[src/hw/rtl/dqc_pkg.sv]
// ----------------------------------------------------------------------------
// Bounded deque package
// Shared constants, operation codes and the cell control type.
// ----------------------------------------------------------------------------
package dqc_pkg;

	localparam int DATA_W        = 32;
	localparam int OP_W          = 3;
	localparam int CAP_W         = 5;
	localparam int DEPTH_DEFAULT = 16;

	localparam logic [CAP_W-1:0] CAP_RESET = 5'd16;

	localparam logic [OP_W-1:0] OP_PUSH_FRONT = 3'd0;
	localparam logic [OP_W-1:0] OP_PUSH_REAR  = 3'd1;
	localparam logic [OP_W-1:0] OP_POP_FRONT  = 3'd2;
	localparam logic [OP_W-1:0] OP_POP_REAR   = 3'd3;
	localparam logic [OP_W-1:0] OP_STATUS     = 3'd4;

	localparam logic [DATA_W-1:0] EMPTY_VALUE = '1;

	// Move applied to the whole row of cells for one transaction.
	typedef struct packed {
		logic push_front;  // every cell takes its left neighbor
		logic pop_front;   // every cell takes its right neighbor
		logic push_rear;   // the cell at the count position loads the value
	} cell_ctl_t;

endpackage

[src/hw/rtl/bounded_double_ended_queue.sv]
// ----------------------------------------------------------------------------
// Bounded double-ended queue
// Deque of signed 32-bit values held in a row of shifting cells.
// ----------------------------------------------------------------------------
// One transaction is taken per clock cycle and its result appears in the
// output register on the next cycle; a stalled result holds the input side
// only while that register is full. The entries sit in a row of DEPTH cells
// with the front always in the first cell: a front push shifts the row
// toward the rear, a front pop shifts it toward the front, and a rear push
// loads the cell at the count position. The rear value is read from the
// cell at count minus one. The capacity register takes effect on the next
// transaction; zero acts as one and values above DEPTH act as DEPTH.
module bounded_double_ended_queue #(
	parameter int DEPTH = dqc_pkg::DEPTH_DEFAULT
) (
	input  logic                               clk,
	input  logic                               arst_n,
	input  logic                               cfg_we,
	input  logic [dqc_pkg::CAP_W-1:0]          cfg_wdata,
	input  logic                               in_valid,
	output logic                               in_stall,
	input  logic [dqc_pkg::OP_W-1:0]           operation,
	input  logic signed [dqc_pkg::DATA_W-1:0]  value,
	output logic                               out_valid,
	input  logic                               out_stall,
	output logic                               success,
	output logic signed [dqc_pkg::DATA_W-1:0]  front_value,
	output logic signed [dqc_pkg::DATA_W-1:0]  rear_value,
	output logic                               is_empty,
	output logic                               is_full
);

	localparam int CNT_W = $clog2(DEPTH + 1);
	localparam int IDX_W = (DEPTH > 1) ? $clog2(DEPTH) : 1;
	localparam int CMP_W = (CNT_W > dqc_pkg::CAP_W) ? CNT_W : dqc_pkg::CAP_W;

	logic [dqc_pkg::CAP_W-1:0] capacity_q;
	logic [CNT_W-1:0]          count_q;
	logic [CNT_W-1:0]          count_next;
	logic [IDX_W-1:0]          rear_pos;
	logic [CMP_W-1:0]          cap_eff;
	logic                      full_now;
	logic                      full_next;
	logic                      empty_now;
	logic                      accept;
	logic                      ok;
	dqc_pkg::cell_ctl_t        ctl;

	logic [dqc_pkg::DATA_W-1:0] cell_data [DEPTH];
	logic [dqc_pkg::DATA_W-1:0] cell_next [DEPTH];

	logic                       out_valid_q;
	logic                       success_q;
	logic [dqc_pkg::DATA_W-1:0] front_q;
	logic [dqc_pkg::DATA_W-1:0] rear_q;
	logic                       empty_q;
	logic                       full_q;

	assign in_stall = out_valid_q && out_stall;
	assign accept   = in_valid && !in_stall;

	always_comb begin
		if (capacity_q == '0) begin
			cap_eff = CMP_W'(1);
		end else if (CMP_W'(capacity_q) > CMP_W'(DEPTH)) begin
			cap_eff = CMP_W'(DEPTH);
		end else begin
			cap_eff = CMP_W'(capacity_q);
		end
	end

	assign full_now  = CMP_W'(count_q) >= cap_eff;
	assign empty_now = count_q == '0;

	always_comb begin
		ctl        = '0;
		ok         = 1'b1;
		count_next = count_q;
		case (operation)
			dqc_pkg::OP_PUSH_FRONT: begin
				ok             = !full_now;
				ctl.push_front = accept && !full_now;
				if (!full_now) count_next = count_q + CNT_W'(1);
			end
			dqc_pkg::OP_PUSH_REAR: begin
				ok            = !full_now;
				ctl.push_rear = accept && !full_now;
				if (!full_now) count_next = count_q + CNT_W'(1);
			end
			dqc_pkg::OP_POP_FRONT: begin
				ok            = !empty_now;
				ctl.pop_front = accept && !empty_now;
				if (!empty_now) count_next = count_q - CNT_W'(1);
			end
			dqc_pkg::OP_POP_REAR: begin
				ok = !empty_now;
				if (!empty_now) count_next = count_q - CNT_W'(1);
			end
			default: begin
				// Status requests and the unused codes leave the state as it is.
				ok = 1'b1;
			end
		endcase
	end

	for (genvar i = 0; i < DEPTH; i++) begin : g_cell
		logic [dqc_pkg::DATA_W-1:0] left_d;
		logic [dqc_pkg::DATA_W-1:0] right_d;

		if (i == 0) begin : g_first
			assign left_d = value;
		end else begin : g_mid
			assign left_d = cell_data[i-1];
		end
		if (i == DEPTH - 1) begin : g_last
			assign right_d = cell_data[i];
		end else begin : g_inner
			assign right_d = cell_data[i+1];
		end

		dqc_cell #(
			.IDX   (i),
			.CNT_W (CNT_W)
		) u_cell (
			.clk        (clk),
			.advance    (accept),
			.ctl        (ctl),
			.count      (count_q),
			.value      (value),
			.left_data  (left_d),
			.right_data (right_d),
			.data       (cell_data[i]),
			.data_next  (cell_next[i])
		);
	end

	assign rear_pos  = IDX_W'(count_next - CNT_W'(1));
	assign full_next = CMP_W'(count_next) >= cap_eff;

	always_ff @(posedge clk or negedge arst_n) begin
		if (!arst_n) begin
			capacity_q  <= dqc_pkg::CAP_RESET;
			count_q     <= '0;
			out_valid_q <= 1'b0;
		end else begin
			if (cfg_we) begin
				capacity_q <= cfg_wdata;
			end
			if (accept) begin
				count_q     <= count_next;
				out_valid_q <= 1'b1;
			end else if (!out_stall) begin
				out_valid_q <= 1'b0;
			end
		end
	end

	always_ff @(posedge clk) begin
		if (accept) begin
			success_q <= ok;
			empty_q   <= count_next == '0;
			full_q    <= full_next;
			if (count_next == '0) begin
				front_q <= dqc_pkg::EMPTY_VALUE;
				rear_q  <= dqc_pkg::EMPTY_VALUE;
			end else begin
				front_q <= cell_next[0];
				rear_q  <= cell_next[rear_pos];
			end
		end
	end

	assign out_valid   = out_valid_q;
	assign success     = success_q;
	assign front_value = front_q;
	assign rear_value  = rear_q;
	assign is_empty    = empty_q;
	assign is_full     = full_q;

endmodule

[src/hw/rtl/dqc_cell.sv]
// ----------------------------------------------------------------------------
// Deque cell
// One slot of the shifting row; slot zero holds the front entry.
// ----------------------------------------------------------------------------
module dqc_cell #(
	parameter int IDX   = 0,
	parameter int CNT_W = 5
) (
	input  logic                           clk,
	input  logic                           advance,
	input  dqc_pkg::cell_ctl_t             ctl,
	input  logic [CNT_W-1:0]               count,
	input  logic [dqc_pkg::DATA_W-1:0]     value,
	input  logic [dqc_pkg::DATA_W-1:0]     left_data,
	input  logic [dqc_pkg::DATA_W-1:0]     right_data,
	output logic [dqc_pkg::DATA_W-1:0]     data,
	output logic [dqc_pkg::DATA_W-1:0]     data_next
);

	logic [dqc_pkg::DATA_W-1:0] data_q;

	always_comb begin
		data_next = data_q;
		if (ctl.push_front) begin
			data_next = left_data;
		end else if (ctl.pop_front) begin
			data_next = right_data;
		end else if (ctl.push_rear && (count == CNT_W'(IDX))) begin
			data_next = value;
		end
	end

	always_ff @(posedge clk) begin
		if (advance) begin
			data_q <= data_next;
		end
	end

	assign data = data_q;

endmodule
[config.mk]
export PLATFORM = sky130hd
export DESIGN_NAME = bounded_double_ended_queue
export DESIGN_NICKNAME = d
export VERILOG_FILES = /design/src/hw/rtl/dqc_pkg.sv /design/src/hw/rtl/bounded_double_ended_queue.sv /design/src/hw/rtl/dqc_cell.sv
export SDC_FILE = /design/constraint.sdc
export NUM_CORES = 2
export LEC_CHECK = 0
export BUFFER_PORTS_ARGS = -buffer_cell sky130_fd_sc_hd__buf_2
export CAP_MARGIN = 30
export CORE_MARGIN = 3
export CORE_UTILIZATION = 43
export DETAILED_ROUTE_END_ITERATION = 10
export GPL_ROUTABILITY_DRIVEN = 0
export HOLD_SLACK_MARGIN = 0.02
export PLACE_DENSITY = 0.65
export SLEW_MARGIN = 10
export SYNTH_ARGS = -nofsm -noshare
export SYNTH_HDL_FRONTEND = slang
export SYNTH_SLANG_ARGS = --single-unit
[constraint.sdc]
create_clock -name clk -period 23.8 [get_ports clk]
set_input_delay 0 -clock clk [delete_from_list [all_inputs] [get_ports clk]]
set_output_delay 0 -clock clk [all_outputs]
set_load 0.05 [all_outputs]
Word-level counts from Yosys, hierarchy flattened
Index checks and enable logic that the tools add are counted.
Storage, ports and cells
  flip-flop bits (word level): 590
  input bits: 45
  output and inout port bits: 69
  word-level logic and storage cells: 142
Operators by class
  add/subtract/negate cells: 3
  magnitude comparators: 4
  equality and inequality tests: 19
  mux-type cells: 62
  bitwise logic cells: 1
  reductions and logical operators: 29
Operators by type and width (number)
  2-to-1 mux 32 bit: 50
  binary-select mux 32 bit (select 4 bit): 1
  == test 5 x 4 -> 1 bit (second input constant): 8
  == test 5 x 3 -> 1 bit (second input constant): 4
  logical AND 1 bit: 20
  2-to-1 mux 5 bit: 4
  logical NOT 5 bit: 3
  == test 5 x 2 -> 1 bit (second input constant): 2
  greater-or-equal comparator 5 bit: 2
  one-hot mux 5 bit (2 select lines): 1
  == test 3 x 2 -> 1 bit (second input constant): 2
  adder 5 x 1 -> 5 bit (second input constant): 1
  == test 5 x 1 -> 1 bit (second input constant): 1
  greater-or-equal comparator 5 bit (second input constant): 1
  > comparator 5 bit (second input constant): 1
  2-to-1 mux 1 bit: 5
  NOT 4 -> 5 bit: 1
  subtractor 5 x 1 -> 5 bit (second input constant): 1
  OR reduction 2 bit: 2
  subtractor 4 x 1 -> 4 bit (second input constant): 1
  == test 3 x 1 -> 1 bit (second input constant): 1
  logical NOT 1 bit: 3
  logical NOT 3 bit: 1
  != test 2 x 1 -> 1 bit (second input constant): 1
  one-hot mux 1 bit (2 select lines): 1

Depth between registers and ports, before layout
  word-level depth: 14
  gate-level depth with buffers: 24

Hierarchy
From an unflattened synthesis, not the netlist that was laid out.
Second synthesis, totals
  cell total of the unflattened synthesis: 4363
  area total of the unflattened synthesis: 41121.9 µm²
Modules (own cells, without submodules)
  bounded_double_ended_queue: instances 1, cells an instance 739, area each 8323.0 µm², sequential area each 2288.4 µm²
  dqc_cell (g_cell[10].u_cell ...): instances 4, cells an instance 227, area each 2026.9 µm², sequential area each 960.9 µm²
  dqc_cell (g_cell[1].u_cell ...): instances 2, cells an instance 226, area each 2099.5 µm², sequential area each 960.9 µm²
  dqc_cell (g_cell[11].u_cell ...): instances 2, cells an instance 227, area each 2069.5 µm², sequential area each 960.9 µm²
  dqc_cell (g_cell[4].u_cell ...): instances 2, cells an instance 226, area each 2030.7 µm², sequential area each 960.9 µm²
  dqc_cell (g_cell[13].u_cell ...): instances 2, cells an instance 227, area each 2024.4 µm², sequential area each 960.9 µm²
  dqc_cell (g_cell[3].u_cell): instances 1, cells an instance 226, area each 2084.5 µm², sequential area each 960.9 µm²
  dqc_cell (g_cell[15].u_cell): instances 1, cells an instance 227, area each 2065.7 µm², sequential area each 960.9 µm²
  dqc_cell (g_cell[12].u_cell): instances 1, cells an instance 226, area each 2048.2 µm², sequential area each 960.9 µm²
  dqc_cell (g_cell[0].u_cell): instances 1, cells an instance 225, area each 2044.5 µm², sequential area each 960.9 µm²

Least setup slack after synthesis
No wires, ideal clock.
  path type: register to register
  start point: register out_valid_q (netlist: out_valid)
  end point: register rear_q, in the netlist rear_value[30], data pin
  arrival: 10.731 ns
  data required time: 23.612 ns
  slack: 12.880 ns
  stages on the path, launching flop included: 14
  buffers on the path: 3
  clock period less this slack: 10.920 ns
  cells stage by stage: dfrtp_1 -> a21bo_2 -> buf_2 -> inv_2 -> buf_2 -> nand4_1 -> a21oi_2 -> buf_2 -> nand2_1 -> a21oi_1 -> a21oi_1 -> o21ai_0 -> o22ai_1 -> o41ai_1
RTL lines
  start, declared: RTL line bounded_double_ended_queue.sv:52  | logic out_valid_q;
  start signal, assigned: RTL line bounded_double_ended_queue.sv:144  | out_valid_q <= 1'b0;
  start signal, assigned: RTL line bounded_double_ended_queue.sv:151  | out_valid_q <= 1'b1;
  start signal, assigned: RTL line bounded_double_ended_queue.sv:153  | out_valid_q <= 1'b0;
  end signal, assigned: RTL line bounded_double_ended_queue.sv:165  | rear_q <= dqc_pkg::EMPTY_VALUE;
  end signal, assigned: RTL line bounded_double_ended_queue.sv:168  | rear_q <= cell_next[rear_pos];
  end, declared: RTL line bounded_double_ended_queue.sv:55  | logic [dqc_pkg::DATA_W-1:0] rear_q;

==> metrics.csv <==
stage;metric;value;unit
run_status;status;finished, final reports clean;
yosys;synthSimpleGateAreaFrac;12.6;%
cells_and_area;drive_gt1_share;9.47;%
cells_and_area;nets;4240;
sta;fin_ws;16830;ps
yosys;synthCells;4303;
setup_path;crit_path_end_kind;flop;
setup_path;cp_max_fo;94;
clocking;clock_sinks;590;
hold_path;min_to;g_cell[0].u_cell.data[25];
yosys;synth_ff_type;edfxtp_1;
yosys;yosys-top-cells-area;edfxtp_1 45%, a211oi_1 9.4%, nand2_1 5.6%, o21ai_0 5.4%, nor2_1 4.3%;
sta;slew_headroom;23.6;%
global_routing;grt_usage;30.2;%
yosys;yosys.area_share.adder;0.549;%
placed_design;placed_area;0.0399;mm^2
cells_and_area;multi_input_area;0.0190;mm^2
placed_design;hpwl;85100;um
yosys;synth_top_area_share;44.9;%
drt;wl;148000;um
yosys;synth_top_family_by_area;compound AO/OA/AOI/OAI gates;
yosys;yosysSeqAreaShare;45.6;%
setup_path;startpoint_type;flop;
floorplan;rows;109;
cells_and_area;stdcell_area;0.0427;mm^2
drt;drt_iter0_drc;5554;
yosys;async_flop_share;1.86;%
clocking;cts.clk_slew.worst_paths;60;ps
setup_path;cp_top_family;buffers and inverters;
setup_path;crit_slowest_cell;buf_4;
placed_design;portBuffers;113;
cells_and_area;n_fill_cell;8304;
yosys;synth_compound_area_share;30.7;%
placed_design;post-place-ws;17150;ps
drt;ant_nets;0;
setup_path;r2r-start;count_q[0];
setup_path;path_buf_inv;5;
clocking;clockBufferDepth;3;
yosys;synth_fp_nets;4365;
clocking;cts_buffers;70;
yosys;synth_xor_area_share;0.200;%
floorplan;start_util;43.6;%
clocking;clk_latency;640;ps
hold_path;whs_path_depth;3;
drt;vias;37000;
sta;worstMarginPinSlew;1150;ps
floorplan;ioPinCount;114;
power;p_leak;15.5;nW
yosys;netlist_area;0.0387;mm^2
drt;via_per_inst;6.86;
setup_path;slowest_delay;890;ps
floorplan;die_x;306;um
sta;skew;25.5;ps
yosys;yosysTopAreaCell;edfxtp_1;
floorplan;dieArea;0.0937;mm^2
yosys;synth-seq-cells;590;
global_routing;grt_overflow_total;0;
setup_path;required;24260;ps
clocking;tritoncts;yes;
setup_path;rrSetupSlack;16830;ps
yosys;synth_edf_count;579;
power;irDropWorstVdd;0.136;mV
cells_and_area;register_area;0.0177;mm^2
cells_and_area;area_growth_syn_to_layout;10.2;%
clocking;ctsHtreeMaxLevel;3;
hold_path;hold_path_class;input pin to flop;
flow_run;cap_violations;0;
sta;setup_tns;0;ps
setup_path;timing.rr.end;rear_value[24];
sta;rsz0062_at_grt;no;
hold_path;hp-start;value[25];
sta;finalCritPeriodShare;29.3;%
setup_path;crit_path_frequent_cell;buf_4;
yosys;synthMuxAreaShare;4.60;%
sta;setup_viol;0;
setup_path;worstPathArrival;7430;ps
sta;finalHoldViolations;0;
clocking;cts-root-buf;clkbuf_16;
global_routing;grt_antenna_before_repair;3;
setup_path;r2r_cells;15;
drt;drt_pass1_iterations;6;
setup_path;critPathKind;flop to flop;
setup_path;path_cells;inv_1, ha_1, or4b_4, and3_4, buf_4, nand2_4, buf_4, buf_4, buf_4, o21ai_0, o21ai_0, o22a_1, o211ai_1, a211o_1, o211ai_1;
global_routing;first_global_vias;34500;
sta;slew_violations;0;
yosys;ys.warnings.count;0;
yosys;ys_types;80;
drt;drt-wirelength-per-cell;27.4;um
sta;max_freq;144;MHz
power;power_density;125;mW/mm^2
sta;min_period;6970;ps
floorplan;die_h;306;um
global_routing;grt_first_pass_wirelength;219000;um
drt;drc;0;
global_routing;grt_max_degree;240;
yosys;avgSynthCellArea;9.00;um^2
floorplan;core;0.0888;mm^2
-- placed cells by master, fill, tap and decap left out, types with 31 or more instances in the layout --
cell type / Yosys / final
mux2_2: 31 / 31
nor2_1: 443 / 438
clkbuf_16: 0 / 74
a21o_1: 91 / 78
a21oi_1: 211 / 208
o211ai_1: 57 / 57
o22ai_1: 128 / 128
inv_1: 75 / 75
dlygate4sd3_1: 0 / 47
mux2i_1: 143 / 143
edfxtp_1: 579 / 579
nand3_1: 53 / 51
a211oi_1: 486 / 485
o21ai_0: 418 / 417
buf_2: 104 / 115
o31ai_1: 116 / 116
nand2_1: 582 / 581
buf_4: 6 / 82
a31oi_1: 42 / 42
-- per-layer routing --
metal  share of wire [%]  GRT usage [%]
met1                  38           40.7
met2                  44           46.6
met3                  12           6.12
met4                 5.5           14.8
met5                   0              0
-- cell families after synthesis --
kind of cell	count (synthesis)
compound gates	1780
simple gates	1190
flops	590
buf+inv	547
mux	174
fa+ha+maj	17
xor+xnor	5
-- stage by stage --
| stage | std cells | hold slack, ps | total power, mW | util (%) |
|---|---|---|---|---|
| after floorplan | 4303 | -296 | 3.14 | - |
| after global placement | 5214 | -93.9 | 4.12 | 44.8 |
| after detailed placement | 5219 | -95.0 | 4.14 | 44.9 |
| after CTS | 5393 | 26.0 | 5.22 | 47.9 |
| after global routing | 5398 | 55.6 | 5.49 | 48.1 |
| final | 5400 | 41.0 | 5.33 | 48.1 |
-- flip-flops by register name, summed over array words and instances (netlist names) --
name / flops
is_full: 1
g_cell.u_cell.data: 512
capacity_q: 5
success: 1
is_empty: 1
front_value: 32
rear_value: 32
out_valid: 1
count_q: 5
-- Yosys cell counts (all sizes together), types with 53 or more instances --
cell	instances
nand3	53
o22ai	128
clkbuf	288
a21o	91
a211oi	487
buf	167
o31ai	116
o21ai	426
inv	78
o211ai	61
edfxtp	579
nand2	583
mux2i	143
a21oi	212
nor2	445
-- cell type report --
type / count / area share (%)
Inverter: 92 / 0.833
Tap cell: 1165 / 3.42
Timing Repair Buffer: 258 / 4.59
Clock buffer: 100 / 4.64
Multi-Input combinational cell: 3166 / 44.6
Sequential cell: 590 / 41.4
Antenna cell: 2 / 0.0117
Clock inverter: 27 / 0.525
-- power by group --
part,total (mW),leakage (nW),internal (mW),switching (mW)
registers,1.48,5.65,1.37,0.107
clock network,1.08,1.07,0.613,0.465
logic,2.77,8.83,0.788,1.98
-- worst max path at each step --
| stage | startpoint | end | slack [ps] | cells past startpoint |
|---|---|---|---|---|
| 2_1_floorplan | out_valid | rear_value[30] | 12880 | 13 |
| 3_3_place_gp | count_q[0] | rear_value[24] | 17290 | 15 |
| 3_5_place_dp | count_q[0] | rear_value[14] | 17150 | 15 |
| 4_1_cts | count_q[0] | rear_value[24] | 17140 | 15 |
| 5_1_grt | count_q[0] | rear_value[14] | 16640 | 15 |
| 6_report | count_q[0] | rear_value[24] | 16830 | 15 |
-- repair_timing --
| action | 4_1_cts | 5_1_grt |
|---|---|---|
| hold endpoints to repair | 108 | 0 |
| buffers inserted | 0 | 0 |
| gates resized for setup | 0 | 0 |
| hold buffers | 47 | 0 |
-- worst reg2reg max path, cell delays in order (launching register included) --
cell and delay [ps]:
dfrtp_1 500, inv_1 270, ha_1 250, or4b_4 520, and3_4 350, buf_4 350
nand2_4 640, buf_4 870, buf_4 880, buf_4 900, o21ai_0 280, o21ai_0 310
o22a_1 200, o211ai_1 80, a211o_1 340, o211ai_1 90
(Power assumes the default switching activity.)
